## config.mk

```make
export PLATFORM = sky130hd
export DESIGN_NAME = dram_address_field_splitter_unit_flat
export DESIGN_NICKNAME = d
export VERILOG_FILES = /design/src/sv/dafs_pkg.sv /design/src/sv/dafs_in_if.sv /design/src/sv/dafs_out_if.sv /design/src/sv/dafs_stage.sv /design/src/sv/dram_address_field_splitter_unit.sv /design/src/flat_wrapper.sv
export SDC_FILE = /design/constraint.sdc
export NUM_CORES = 1
export LEC_CHECK = 0
export ABC_CLOCK_PERIOD_IN_PS = 9450
export BUFFER_PORTS_ARGS = -buffer_cell sky130_fd_sc_hd__buf_2
export CAP_MARGIN = 10
export CORE_UTILIZATION = 55
export DETAILED_ROUTE_END_ITERATION = 6
export PLACE_DENSITY = 0.73
export SLEW_MARGIN = 30
export SYNTH_ARGS = -nofsm -noshare
export SYNTH_HDL_FRONTEND = slang
export SYNTH_SLANG_ARGS = --single-unit
```

## constraint.sdc

```tcl
create_clock -name clk_i -period 9.45 [get_ports clk_i]
set_input_delay 2.3625 -clock clk_i [delete_from_list [all_inputs] [get_ports clk_i]]
set_output_delay 2.3625 -clock clk_i [all_outputs]
set_load 0.05 [all_outputs]
```

## src/sv/dafs_pkg.sv

```systemverilog
`timescale 1ns / 1ps
`default_nettype none
// ----------------------------------------------------------------------------
// DRAM address field splitter package
// Shared types, constants and the field order table.
// ----------------------------------------------------------------------------
package dafs_pkg;

  localparam int PHYS_ADDR_W  = 40;
  localparam int ADDR_W_DEF   = 40;
  localparam int MAX_ROW_BITS = 18;
  localparam int MAX_COL_BITS = 12;
  localparam int MAX_CH_BITS  = 4;
  localparam int MAX_RK_BITS  = 4;
  localparam int MAX_BK_BITS  = 6;
  localparam int MAX_DROP     = 12;

  localparam int CHANNEL_W = 4;
  localparam int RANK_W    = 4;
  localparam int BANK_W    = 6;
  localparam int ROW_W     = 18;
  localparam int COLUMN_W  = 12;

  localparam int FIELD_VAL_W = (MAX_ROW_BITS > MAX_COL_BITS) ?
                               ((MAX_ROW_BITS > MAX_BK_BITS) ? MAX_ROW_BITS : MAX_BK_BITS) :
                               ((MAX_COL_BITS > MAX_BK_BITS) ? MAX_COL_BITS : MAX_BK_BITS);

  localparam int NUM_FIELDS = 5;
  localparam int NUM_ORDERS = 8;

  localparam int ORDER_W   = 3;
  localparam int DROP_W    = 4;
  localparam int CH_CFG_W  = 3;
  localparam int RK_CFG_W  = 3;
  localparam int BK_CFG_W  = 3;
  localparam int ROW_CFG_W = 5;
  localparam int COL_CFG_W = 4;
  localparam int WIDTH_SEL_W = 5;

  localparam int PADDR_W = 5;
  localparam int PDATA_W = 32;

  typedef enum logic [2:0] {
    REG_MAPPING_ORDER = 3'd0,
    REG_DROP_BITS     = 3'd1,
    REG_CHANNEL_WIDTH = 3'd2,
    REG_RANK_WIDTH    = 3'd3,
    REG_BANK_WIDTH    = 3'd4,
    REG_ROW_WIDTH     = 3'd5,
    REG_COLUMN_WIDTH  = 3'd6
  } reg_e;

  typedef enum logic [2:0] {
    FIELD_CHANNEL = 3'd0,
    FIELD_RANK    = 3'd1,
    FIELD_BANK    = 3'd2,
    FIELD_ROW     = 3'd3,
    FIELD_COLUMN  = 3'd4
  } field_e;

  localparam field_e ORDER_TABLE [NUM_ORDERS][NUM_FIELDS] = '{
    '{FIELD_BANK,    FIELD_COLUMN, FIELD_ROW,    FIELD_RANK,   FIELD_CHANNEL},
    '{FIELD_RANK,    FIELD_BANK,   FIELD_COLUMN, FIELD_ROW,    FIELD_CHANNEL},
    '{FIELD_ROW,     FIELD_COLUMN, FIELD_BANK,   FIELD_RANK,   FIELD_CHANNEL},
    '{FIELD_COLUMN,  FIELD_ROW,    FIELD_BANK,   FIELD_RANK,   FIELD_CHANNEL},
    '{FIELD_BANK,    FIELD_RANK,   FIELD_COLUMN, FIELD_ROW,    FIELD_CHANNEL},
    '{FIELD_COLUMN,  FIELD_RANK,   FIELD_BANK,   FIELD_ROW,    FIELD_CHANNEL},
    '{FIELD_CHANNEL, FIELD_BANK,   FIELD_RANK,   FIELD_COLUMN, FIELD_ROW},
    '{FIELD_CHANNEL, FIELD_BANK,   FIELD_COLUMN, FIELD_ROW,    FIELD_RANK}
  };

  typedef struct packed {
    logic [CH_CFG_W-1:0]  channel;
    logic [RK_CFG_W-1:0]  rank;
    logic [BK_CFG_W-1:0]  bank;
    logic [ROW_CFG_W-1:0] row;
    logic [COL_CFG_W-1:0] column;
  } widths_t;

  typedef struct packed {
    logic [CHANNEL_W-1:0] channel;
    logic [RANK_W-1:0]    rank;
    logic [BANK_W-1:0]    bank;
    logic [ROW_W-1:0]     row;
    logic [COLUMN_W-1:0]  column;
    logic                 misaligned;
  } result_t;

endpackage
`default_nettype wire

```

## src/sv/dafs_in_if.sv

```systemverilog
`timescale 1ns / 1ps
`default_nettype none
// ----------------------------------------------------------------------------
// Address input channel
// Valid/ready channel that carries one physical address per item.
// ----------------------------------------------------------------------------
interface dafs_in_if;
  import dafs_pkg::*;

  logic                   valid;
  logic                   ready;
  logic [PHYS_ADDR_W-1:0] phys_address;

  modport source (output valid, output phys_address, input ready);
  modport sink (input valid, input phys_address, output ready);
endinterface
`default_nettype wire

```

## src/sv/dafs_out_if.sv

```systemverilog
`timescale 1ns / 1ps
`default_nettype none
// ----------------------------------------------------------------------------
// Split address output channel
// Valid/ready channel that carries the DRAM coordinates of one address.
// ----------------------------------------------------------------------------
interface dafs_out_if;
  import dafs_pkg::*;

  logic                 valid;
  logic                 ready;
  logic [CHANNEL_W-1:0] channel;
  logic [RANK_W-1:0]    rank;
  logic [BANK_W-1:0]    bank;
  logic [ROW_W-1:0]     row;
  logic [COLUMN_W-1:0]  column;
  logic                 misaligned;

  modport source (output valid, output channel, output rank, output bank, output row,
                  output column, output misaligned, input ready);
  modport sink (input valid, input channel, input rank, input bank, input row,
                input column, input misaligned, output ready);
endinterface
`default_nettype wire

```

## src/sv/dafs_stage.sv

```systemverilog
`timescale 1ns / 1ps
`default_nettype none
// ----------------------------------------------------------------------------
// Field extraction stage
// Takes one field off the low end of the remaining address and registers it.
// ----------------------------------------------------------------------------
module dafs_stage #(
  parameter int ADDR_WIDTH = dafs_pkg::ADDR_W_DEF,
  parameter int STAGE_IDX  = 0
) (
  input  wire                                 clk_i,
  input  wire                                 rst_ni,
  input  wire  [dafs_pkg::ORDER_W-1:0]        order_i,
  input  wire  dafs_pkg::widths_t             widths_i,
  input  wire                                 valid_i,
  output logic                                ready_o,
  input  wire  [ADDR_WIDTH-1:0]               addr_i,
  input  wire  dafs_pkg::result_t             res_i,
  output logic                                valid_o,
  input  wire                                 ready_i,
  output logic [ADDR_WIDTH-1:0]               addr_o,
  output dafs_pkg::result_t                   res_o
);
  import dafs_pkg::*;

  field_e                            fld;
  logic [WIDTH_SEL_W-1:0]            width;
  logic [ADDR_WIDTH+FIELD_VAL_W-1:0] ext;
  logic [FIELD_VAL_W-1:0]            val;
  logic [ADDR_WIDTH-1:0]             addr_d;
  result_t                           res_d;
  logic                              valid_q;
  logic [ADDR_WIDTH-1:0]             addr_q;
  result_t                           res_q;

  assign fld = ORDER_TABLE[order_i][STAGE_IDX];
  assign ext = {{FIELD_VAL_W{1'b0}}, addr_i};

  always_comb begin
    case (fld)
      FIELD_CHANNEL: width = WIDTH_SEL_W'(widths_i.channel);
      FIELD_RANK:    width = WIDTH_SEL_W'(widths_i.rank);
      FIELD_BANK:    width = WIDTH_SEL_W'(widths_i.bank);
      FIELD_ROW:     width = WIDTH_SEL_W'(widths_i.row);
      FIELD_COLUMN:  width = WIDTH_SEL_W'(widths_i.column);
      default:       width = '0;
    endcase

    for (int j = 0; j < FIELD_VAL_W; j++) begin
      val[j] = ext[j] & (j < int'(width));
    end
    addr_d = addr_i >> width;

    res_d = res_i;
    case (fld)
      FIELD_CHANNEL: res_d.channel = val[CHANNEL_W-1:0];
      FIELD_RANK:    res_d.rank    = val[RANK_W-1:0];
      FIELD_BANK:    res_d.bank    = val[BANK_W-1:0];
      FIELD_ROW:     res_d.row     = val[ROW_W-1:0];
      FIELD_COLUMN:  res_d.column  = val[COLUMN_W-1:0];
      default:       res_d = res_i;
    endcase
  end

  assign ready_o = !valid_q || ready_i;

  always_ff @(posedge clk_i or negedge rst_ni) begin
    if (!rst_ni) begin
      valid_q <= 1'b0;
    end else if (ready_o) begin
      valid_q <= valid_i;
    end
  end

  always_ff @(posedge clk_i) begin
    if (valid_i && ready_o) begin
      addr_q <= addr_d;
      res_q  <= res_d;
    end
  end

  assign valid_o = valid_q;
  assign addr_o  = addr_q;
  assign res_o   = res_q;

endmodule
`default_nettype wire

```

## src/sv/dram_address_field_splitter_unit.sv

```systemverilog
`timescale 1ns / 1ps
`default_nettype none
// ----------------------------------------------------------------------------
// DRAM address field splitter
// Splits a byte physical address into channel, rank, bank, row and column.
// ----------------------------------------------------------------------------
// The block takes one address per cycle while the output does not stall
// and returns its split: one register stage drops the transaction offset
// and flags a misaligned address, then five stages each take one field off
// the low end in the order that the mapping order register selects.
// A stall at the output holds every stage that is full, and ready reaches
// the input through the chain of stage registers in the same cycle.
// ----------------------------------------------------------------------------
module dram_address_field_splitter_unit #(
  parameter int ADDR_WIDTH = dafs_pkg::ADDR_W_DEF
) (
  input  wire                            clk_i,
  input  wire                            rst_ni,
  dafs_in_if.sink                        req_i,
  dafs_out_if.source                     rsp_o,
  input  wire                            psel,
  input  wire                            penable,
  input  wire                            pwrite,
  input  wire  [dafs_pkg::PADDR_W-1:0]   paddr,
  input  wire  [dafs_pkg::PDATA_W-1:0]   pwdata,
  output logic [dafs_pkg::PDATA_W-1:0]   prdata,
  output logic                           pready
);
  import dafs_pkg::*;

  logic [ORDER_W-1:0]   order_q;
  logic [DROP_W-1:0]    drop_q;
  logic [CH_CFG_W-1:0]  ch_w_q;
  logic [RK_CFG_W-1:0]  rk_w_q;
  logic [BK_CFG_W-1:0]  bk_w_q;
  logic [ROW_CFG_W-1:0] row_w_q;
  logic [COL_CFG_W-1:0] col_w_q;
  reg_e                 reg_idx;
  logic                 cfg_wr;
  logic [DROP_W-1:0]    drop;
  widths_t              widths;

  logic [ADDR_WIDTH+PHYS_ADDR_W-1:0] in_ext;
  logic [ADDR_WIDTH-1:0]             in_addr;
  logic                              in_mis;

  logic                  vld [NUM_FIELDS+1];
  logic                  rdy [NUM_FIELDS+1];
  logic [ADDR_WIDTH-1:0] addr [NUM_FIELDS+1];
  result_t               res [NUM_FIELDS+1];
  logic                  s0_valid_q;
  logic [ADDR_WIDTH-1:0] s0_addr_q;
  logic                  s0_mis_q;

  // Configuration port.
  assign reg_idx = reg_e'(paddr[PADDR_W-1:2]);
  assign cfg_wr  = psel && penable && pwrite;
  assign pready  = 1'b1;

  always_ff @(posedge clk_i or negedge rst_ni) begin
    if (!rst_ni) begin
      order_q <= ORDER_W'(0);
      drop_q  <= DROP_W'(6);
      ch_w_q  <= CH_CFG_W'(0);
      rk_w_q  <= RK_CFG_W'(1);
      bk_w_q  <= BK_CFG_W'(4);
      row_w_q <= ROW_CFG_W'(14);
      col_w_q <= COL_CFG_W'(7);
    end else if (cfg_wr) begin
      case (reg_idx)
        REG_MAPPING_ORDER: order_q <= pwdata[ORDER_W-1:0];
        REG_DROP_BITS:     drop_q  <= pwdata[DROP_W-1:0];
        REG_CHANNEL_WIDTH: ch_w_q  <= pwdata[CH_CFG_W-1:0];
        REG_RANK_WIDTH:    rk_w_q  <= pwdata[RK_CFG_W-1:0];
        REG_BANK_WIDTH:    bk_w_q  <= pwdata[BK_CFG_W-1:0];
        REG_ROW_WIDTH:     row_w_q <= pwdata[ROW_CFG_W-1:0];
        REG_COLUMN_WIDTH:  col_w_q <= pwdata[COL_CFG_W-1:0];
        default: ;
      endcase
    end
  end

  always_comb begin
    case (reg_idx)
      REG_MAPPING_ORDER: prdata = PDATA_W'(order_q);
      REG_DROP_BITS:     prdata = PDATA_W'(drop_q);
      REG_CHANNEL_WIDTH: prdata = PDATA_W'(ch_w_q);
      REG_RANK_WIDTH:    prdata = PDATA_W'(rk_w_q);
      REG_BANK_WIDTH:    prdata = PDATA_W'(bk_w_q);
      REG_ROW_WIDTH:     prdata = PDATA_W'(row_w_q);
      REG_COLUMN_WIDTH:  prdata = PDATA_W'(col_w_q);
      default:           prdata = '0;
    endcase
  end

  // Widths above their range act as their maximum.
  always_comb begin
    drop           = (int'(drop_q) > MAX_DROP) ? DROP_W'(MAX_DROP) : drop_q;
    widths.channel = (int'(ch_w_q) > MAX_CH_BITS) ? CH_CFG_W'(MAX_CH_BITS) : ch_w_q;
    widths.rank    = (int'(rk_w_q) > MAX_RK_BITS) ? RK_CFG_W'(MAX_RK_BITS) : rk_w_q;
    widths.bank    = (int'(bk_w_q) > MAX_BK_BITS) ? BK_CFG_W'(MAX_BK_BITS) : bk_w_q;
    widths.row     = (int'(row_w_q) > MAX_ROW_BITS) ? ROW_CFG_W'(MAX_ROW_BITS) : row_w_q;
    widths.column  = (int'(col_w_q) > MAX_COL_BITS) ? COL_CFG_W'(MAX_COL_BITS) : col_w_q;
  end

  // Offset drop stage.
  assign in_ext  = {{ADDR_WIDTH{1'b0}}, req_i.phys_address};
  assign in_addr = in_ext[ADDR_WIDTH-1:0];

  always_comb begin
    in_mis = 1'b0;
    for (int j = 0; j < ADDR_WIDTH; j++) begin
      in_mis = in_mis | (in_addr[j] & (j < int'(drop)));
    end
  end

  assign req_i.ready = !s0_valid_q || rdy[0];

  always_ff @(posedge clk_i or negedge rst_ni) begin
    if (!rst_ni) begin
      s0_valid_q <= 1'b0;
    end else if (req_i.ready) begin
      s0_valid_q <= req_i.valid;
    end
  end

  always_ff @(posedge clk_i) begin
    if (req_i.valid && req_i.ready) begin
      s0_addr_q <= in_addr >> drop;
      s0_mis_q  <= in_mis;
    end
  end

  always_comb begin
    vld[0]            = s0_valid_q;
    addr[0]           = s0_addr_q;
    res[0]            = '0;
    res[0].misaligned = s0_mis_q;
  end

  // Field extraction stages.
  for (genvar k = 0; k < NUM_FIELDS; k++) begin : g_stage
    dafs_stage #(
      .ADDR_WIDTH (ADDR_WIDTH),
      .STAGE_IDX  (k)
    ) u_stage (
      .clk_i    (clk_i),
      .rst_ni   (rst_ni),
      .order_i  (order_q),
      .widths_i (widths),
      .valid_i  (vld[k]),
      .ready_o  (rdy[k]),
      .addr_i   (addr[k]),
      .res_i    (res[k]),
      .valid_o  (vld[k+1]),
      .ready_i  (rdy[k+1]),
      .addr_o   (addr[k+1]),
      .res_o    (res[k+1])
    );
  end

  assign rdy[NUM_FIELDS]  = rsp_o.ready;
  assign rsp_o.valid      = vld[NUM_FIELDS];
  assign rsp_o.channel    = res[NUM_FIELDS].channel;
  assign rsp_o.rank       = res[NUM_FIELDS].rank;
  assign rsp_o.bank       = res[NUM_FIELDS].bank;
  assign rsp_o.row        = res[NUM_FIELDS].row;
  assign rsp_o.column     = res[NUM_FIELDS].column;
  assign rsp_o.misaligned = res[NUM_FIELDS].misaligned;

endmodule
`default_nettype wire

```

## src/flat_wrapper.sv

```systemverilog
// flat-port wrapper written by rule: the top's interface ports become plain ports
module dram_address_field_splitter_unit_flat import dafs_pkg::*;
#(
  parameter int ADDR_WIDTH = dafs_pkg::ADDR_W_DEF
)
  (clk_i, rst_ni, psel, penable, pwrite, paddr, pwdata, prdata, pready, req_i_valid, req_i_phys_address, req_i_ready, rsp_o_valid, rsp_o_channel, rsp_o_rank, rsp_o_bank, rsp_o_row, rsp_o_column, rsp_o_misaligned, rsp_o_ready);
  dafs_in_if req_i_i ();
  dafs_out_if rsp_o_i ();
  input  wire clk_i;
  input  wire rst_ni;
  input  wire psel;
  input  wire penable;
  input  wire pwrite;
  input  wire  [dafs_pkg::PADDR_W-1:0] paddr;
  input  wire  [dafs_pkg::PDATA_W-1:0] pwdata;
  output logic [dafs_pkg::PDATA_W-1:0] prdata;
  output logic pready;
  input wire logic [$bits(req_i_i.valid)-1:0] req_i_valid;
  input wire logic [$bits(req_i_i.phys_address)-1:0] req_i_phys_address;
  output wire logic [$bits(req_i_i.ready)-1:0] req_i_ready;
  output wire logic [$bits(rsp_o_i.valid)-1:0] rsp_o_valid;
  output wire logic [$bits(rsp_o_i.channel)-1:0] rsp_o_channel;
  output wire logic [$bits(rsp_o_i.rank)-1:0] rsp_o_rank;
  output wire logic [$bits(rsp_o_i.bank)-1:0] rsp_o_bank;
  output wire logic [$bits(rsp_o_i.row)-1:0] rsp_o_row;
  output wire logic [$bits(rsp_o_i.column)-1:0] rsp_o_column;
  output wire logic [$bits(rsp_o_i.misaligned)-1:0] rsp_o_misaligned;
  input wire logic [$bits(rsp_o_i.ready)-1:0] rsp_o_ready;
  assign req_i_i.valid = req_i_valid;
  assign req_i_i.phys_address = req_i_phys_address;
  assign req_i_ready = req_i_i.ready;
  assign rsp_o_valid = rsp_o_i.valid;
  assign rsp_o_channel = rsp_o_i.channel;
  assign rsp_o_rank = rsp_o_i.rank;
  assign rsp_o_bank = rsp_o_i.bank;
  assign rsp_o_row = rsp_o_i.row;
  assign rsp_o_column = rsp_o_i.column;
  assign rsp_o_misaligned = rsp_o_i.misaligned;
  assign rsp_o_i.ready = rsp_o_ready;
  dram_address_field_splitter_unit #(.ADDR_WIDTH(ADDR_WIDTH)) u_core (.clk_i(clk_i), .rst_ni(rst_ni), .req_i(req_i_i), .rsp_o(rsp_o_i), .psel(psel), .penable(penable), .pwrite(pwrite), .paddr(paddr), .pwdata(pwdata), .prdata(prdata), .pready(pready));
endmodule
```

Yosys cells after proc, flatten, opt, wreduce, memory -nomap -nowiden
Memory sizes are Yosys's and may differ from the RTL's.
Cells that the tools add are included.
{"block": "classes", "magnitude_cmp": 112, "eq_ne": 26, "n_shift": 5, "n_mux": 34, "bitwise": 120, "n_reduce_logical": 33}
{"cell": "< comparator 4 x 5 -> 1 bit (first input constant)", "n": 40}
{"cell": "one-hot mux 5 bit (5 select lines)", "n": 5}
{"cell": "right shift 40 x 5 -> 40 bit", "n": 3}
{"cell": "AND 1 bit", "n": 105}
{"cell": "< comparator 3 x 5 -> 1 bit (first input constant)", "n": 20}
{"cell": "2-to-1 mux 18 bit", "n": 4}
{"cell": "< comparator 1 x 5 -> 1 bit (first input constant)", "n": 10}
{"cell": "< comparator 2 x 5 -> 1 bit (first input constant)", "n": 10}
{"cell": "< comparator 5 bit (first input constant)", "n": 10}
{"cell": "2-to-1 mux 12 bit", "n": 4}
{"cell": "2-to-1 mux 4 bit", "n": 10}
{"cell": "right shift 40 x 4 -> 40 bit", "n": 1}
{"cell": "right shift 40 x 5 -> 18 bit", "n": 1}
{"cell": "equality test 3 x 2 -> 1 bit (second input constant)", "n": 12}
{"cell": "one-hot mux 5 bit (7 select lines)", "n": 1}
{"cell": "2-to-1 mux 15 bit", "n": 2}
{"cell": "< comparator 4 bit (first input constant)", "n": 7}
{"cell": "equality test 3 bit (second input constant)", "n": 8}
{"cell": "2-to-1 mux 6 bit", "n": 4}
{"cell": "equality test 3 x 1 -> 1 bit (second input constant)", "n": 6}
{"cell": "logical NOT 3 bit", "n": 6}
{"cell": "< comparator 3 x 4 -> 1 bit (first input constant)", "n": 4}
{"cell": "OR 1 bit", "n": 14}
{"cell": "AND reduction 2 bit", "n": 7}
{"cell": "other kinds (12)", "n": 36}
{"block": "totals", "reg_bits": 435, "romBits": 120, "output_inout_bits": 80, "memories": 1}
{"memory": "(name not given)", "words": 8, "width": 15, "rd": 1, "rd_ports_with_merged_regs": 0, "wr": 0, "line_no": "dafs_stage.sv:36", "text": "assign fld = ORDER_TABLE[order_i][STAGE_IDX];"}

Depth between registers and ports, before layout
{"block": "depth", "depth_word": 18, "mapped_depth": 15}

Cells and area by module
From an unflattened synthesis, not the netlist that was laid out.
{"block": "hier_totals", "cells_unflattened": 3696, "area_unflattened_um2": 35469.0}
{"module": "dafs_stage (u_core.g_stage[3].u_stage)", "instances": 1, "cells_per_inst": 674, "area_each_um2": 6409.9}
{"module": "dafs_stage (u_core.g_stage[1].u_stage)", "instances": 1, "cells_per_inst": 677, "area_each_um2": 6102.1}
{"module": "dafs_stage (u_core.g_stage[2].u_stage)", "instances": 1, "cells_per_inst": 618, "area_each_um2": 6080.8}
{"module": "dafs_stage (u_core.g_stage[0].u_stage)", "instances": 1, "cells_per_inst": 638, "area_each_um2": 5960.7}
{"module": "dafs_stage (u_core.g_stage[4].u_stage)", "instances": 1, "cells_per_inst": 539, "area_each_um2": 5689.2}
{"module": "dram_address_field_splitter_unit", "instances": 1, "cells_per_inst": 550, "area_each_um2": 5226.3}

Least setup slack after synthesis
OpenSTA, ideal clock, no wires.
{"block": "synth_timing", "path_kind": "in2reg", "startpoint": "in rsp_o_ready", "endpoint": "reg u_core.g_stage[3].u_stage.addr_q[0] (enable)", "arrival_ns": 7.054, "required_time_ns": 8.870, "path_slack_ns": 1.816, "path_stages": 2, "cell_sequence": "nor2b_1 > a21boi_0"}
{"block": "synth_via", "elab_chain_cells": 3}
{"element": "start, declared", "line_no": "flat_wrapper.sv:28", "text": "input wire logic [$bits(rsp_o_i.ready)-1:0] rsp_o_ready;"}
{"element": "logical OR 1 bit (2 in series)", "line_no": "dafs_stage.sv:65", "text": "assign ready_o = !valid_q || ready_i;"}
{"element": "logical AND 1 bit", "line_no": "dafs_stage.sv:76", "text": "if (valid_i && ready_o) begin"}
{"element": "end signal, assigned", "line_no": "dafs_stage.sv:77", "text": "addr_q <= addr_d;"}
{"element": "end, declared", "line_no": "dafs_stage.sv:33", "text": "logic [ADDR_WIDTH-1:0] addr_q;"}
No other way between the ends.
A chain may end at the register's enable or synchronous reset.

Worst setup path after layout
{"block": "layout_timing", "startpoint": "in rsp_o_ready", "endpoint": "out req_i_ready"}
{"block": "layout_via", "elab_chain_cells": 6}
{"element": "logical OR 1 bit (5 in series)", "line_no": "dafs_stage.sv:65"}
{"element": "logical OR 1 bit", "line_no": "dram_address_field_splitter_unit.sv:117", "text": "assign req_i.ready = !s0_valid_q || rdy[0];"}
{"element": "end, declared", "line_no": "flat_wrapper.sv:20", "text": "output wire logic [$bits(req_i_i.ready)-1:0] req_i_ready;"}
No other way between the ends.

==> run_results.csv <==
group,metric,value,unit
outcome,status,"finished, violations left",
outcome,violations,"DRC",
floorplan,die_w,220,um
sta,post-route-min-period,6.25,ns
synthesis,yosys_warnings,0,
synthesis,avgSynthCellArea,10.7,um^2
worst_hold_path,worstHoldPathType,"flop to flop",
finish,stdcell_count,3100,
power_and_ir_drop,power.density,355,nW/um^2
synthesis,synth_flop_cell,"edfxtp_1",
power_and_ir_drop,p_leak,10.8,nW
sta,tightest_slew,1.08,ns
setup_path,critPathBufInv,2,
route,drtIter0Drc,2010,
setup_path,worstSetupEndpointType,"primary output",
placement,hpwl,51900,um
sta,finalSetupViolCount,0,
clock_tree,path_clk_slew,0.06,ns
sta,rsz0062_at_grt,"false",
worst_hold_path,holdPathStages,0,
clock_tree,cts-buffers-inserted,47,
setup_path,cp_max_fo,7,
flow_run,maxCapViolCount,0,
finish,final_area,28600,um^2
synthesis,netlist-cell-type-count,89,
clock_tree,cts.sinks,435,
clock_tree,clk_latency,0.61,ns
floorplan,num_rows,79,
setup_path,cpPeakStageDelay,0.64,ns
clock_tree,clock_path_buffers,3,
sta,drv_slew,0,
grt,grt_pass1_wl,108000,um
route,drc,16,
grt,grt_pass1_vias,18900,
synthesis,async_reset_ff_frac,0.0713,
synthesis,synth_area,26200,um^2
finish,fin_util,0.611,
route,route.vias.total,20000,
synthesis,ys_top_cells_by_area,"edfxtp_1 46%, mux2i_1 13%, nand2_1 4.6%",
grt,grt-ovfl-total,0,
placement,post_dp_cell_area,27000,um^2
finish,fill_cells,3787,
finish,final_layout_size_suffix_gt1_frac,0.151,
route,first_pass_iters,7,
floorplan,die_h,220,um
floorplan,ios,164,
placement,port_buffers,106,
synthesis,syn_inst,2441,
route,post_drt_wl_per_cell,22.7,um
synthesis,synth-seq-cells,435,
sta,period_share,0.661,
clock_tree,cts_tree,"done",
floorplan,core-area,46800,um^2
sta,setup_slack,3.20,ns
setup_path,path_cells,"buf_2 > nor2b_1 > nand3_1 > nor2_1 > nand3_1 > buf_2",
route,drt-vias-per-instance,6.45,
synthesis,synth_area_leader_cell,"edfxtp_1",
setup_path,cp_slowest_cell,"nor2b_1",
grt,grt_max_degree,86,
setup_path,r2r-start,"u_core.order_q[0]$_DFFE_PN0P_",
worst_hold_path,holdCritStartpoint,"u_core.g_stage[0].u_stage.res_o[44]$_SDFFCE_PN0P_",
setup_path,crit_family,"simple AND/OR/NAND/NOR gates",
route,wl,70500,um
placement,dp_cells,3011,
power_and_ir_drop,power,10.1,mW
sta,hold_viol_final,0,
setup_path,r2r.worst_path.cells,9,
setup_path,cp_data_required_time,7.09,ns
setup_path,worstSetupPathType,"input pin to primary output",
power_and_ir_drop,peakVddDrop,0.000203,V
finish,nNetsFinal,2545,
synthesis,synth_top_area_frac,0.463,
floorplan,dieArea,48500,um^2
sta,clock-skew-final,0.0672,ns
sta,max-slew-margin-rel,0.272,
finish,syn2layout_area_growth,9.01,%
setup_path,startpoint,"rsp_o_ready",
grt,antenna_found_initial,1,
route,final_antenna_net_count,0,
clock_tree,ctsHtreeMaxLevel,2,
synthesis,synth_edf_count,404,
clock_tree,cts_hold_buf,0,
synthesis,yosysSeqAreaShare,0.493,
grt,grt_usage,0.290,
setup_path,crit_cells,6,
placement,detailedPlace.worstSlack,3.24,ns
floorplan,start_util,0.560,
setup_path,startpoint_type,"input pin",
clock_tree,cts_setup_buffers,0,
sta,whs,0.419,ns
placement,gp_congestion,0.952,
sta,fin_setup_tns,0,ns
clock_tree,cts_resized,0,
clock_tree,cts-root-buf,"clkbuf_16",
sta,fmax,160,MHz
setup_path,cp.arrival,3.88,ns
## power breakdown
part	switching [mW]	leakage [nW]	internal, mW
sequential	0.414	4.36	3.08
combinational	3.14	5.68	1.69
clock	0.769	0.729	1.03
total	4.33	10.8	5.81
## worst reg2reg max path, cell delays in order, from the launching register on
cell	delay [ns]
dfrtp_1	0.69
inv_1	0.20
ha_1	0.59
nor4b_2	0.63
o21ai_0	0.34
o2111ai_4	0.17
buf_4	0.66
mux2_2	0.50
a221oi_1	0.71
a221oi_1	0.25
## Yosys cell counts (all sizes together) (4+ instances only)
library cell,number
a221o,10
nor2,181
a2bb2oi,5
or3,10
edfxtp,404
nand2,321
a22o,18
o211ai,14
a32o,4
nor3,24
dfstp,10
dfrtp,21
a21oi,104
o2111ai,7
nor2b,18
mux4,17
o22a,21
o221ai,21
o21ai,225
nand3,39
a31oi,7
o2111a,4
a21boi,6
ha,6
a211oi,36
o31ai,9
o22ai,43
a222oi,4
nand2b,20
and2,22
o21a,4
nand3b,4
a221oi,23
clkbuf,106
inv,13
a21o,9
nand4,6
mux2i,352
a22oi,36
and3,20
mux2,79
nor3b,5
buf,109
or2,9
o2bb2ai,6
## worst paths after layout
path	end	slack [ns]
setup reg to reg	u_core.g_stage[0].u_stage.addr_o[22]$_DFFE_PP_	4.42
max in group asynchronous	u_core.drop_q[3]$_DFFE_PN0P_	7.12
setup / recovery	req_i_ready	3.20
hold reg to reg	u_core.g_stage[1].u_stage.res_o[44]$_DFFE_PP_	0.42
min in group asynchronous	u_core.row_w_q[0]$_DFFE_PN0P_	1.80
hold / removal	u_core.g_stage[1].u_stage.res_o[44]$_DFFE_PP_	0.42
## area by class of cell
type	count	area (um^2)	area share
flip-flops and latches	435	12900	0.452
clock inverters	31	307	0.0107
multi-input cells	1804	12400	0.434
clock buffers	55	1210	0.0422
diodes	1	2.50	0.0000876
repair buffers	154	930	0.0325
well taps	607	759	0.0266
inverters	13	48.8	0.00171
## logic make-up (layout without fill, tap and decap cells)
| family | count (synthesis) | in the layout | synth area share |
|---|---|---|---|
| flip-flops | 435 | 435 | 0.493 |
| buffers and inverters | 228 | 253 | 0.0433 |
| other | 2 | 29 | 0.000287 |
| multiplexers | 448 | 448 | 0.185 |
| adder cells (fa/ha/maj) | 6 | 6 | 0.00286 |
| AO/OA/AOI/OAI | 631 | 631 | 0.159 |
| AND/OR/NAND/NOR | 691 | 691 | 0.117 |
## cell usage in the layout, fill, tap and decap left out, drive strengths merged, types with 10 or more instances in the layout
cell type / count
edfxtp: 404
mux2i: 352
nand2: 321
o21ai: 225
nor2: 181
buf: 154
a21oi: 104
mux2: 79
clkbuf: 55
o22ai: 43
nand3: 39
a22oi: 36
a211oi: 36
conb: 28
nor3: 24
a221oi: 23
and2: 22
clkinv: 22
o22a: 21
dfrtp: 21
o221ai: 21
nand2b: 20
and3: 20
a22o: 18
nor2b: 18
mux4: 17
inv: 15
o211ai: 14
or3: 10
a221o: 10
dfstp: 10
## flip-flops by register name, summed over array words and instances, names as in the netlist
name                            count
u_core.ch_w_q                       3
u_core.s0_addr_q                   40
u_core.g_stage.u_stage.addr_o     138
u_core.col_w_q                      4
u_core.bk_w_q                       3
u_core.order_q                      3
u_core.g_stage.u_stage.res_o      225
u_core.s0_mis_q                     1
u_core.g_stage.u_stage.valid_o      5
u_core.rk_w_q                       3
u_core.s0_valid_q                   1
u_core.drop_q                       4
u_core.row_w_q                      5
## per-layer routing
| metal | part of all wire | wire length [um] | vias to the layer above | track usage |
|---|---|---|---|---|
| met2 | 0.48 | 33700 | 936 | 0.483 |
| met3 | 0.073 | 5150 | 151 | 0.0414 |
| met4 | 0.031 | 2150 | 0 | 0.0961 |
| met1 | 0.42 | 29500 | 9656 | 0.388 |
| li1 | - | - | 9261 | - |
| met5 | 0 | 0 | - | 0 |
Power figures use the tool's default switching activity.
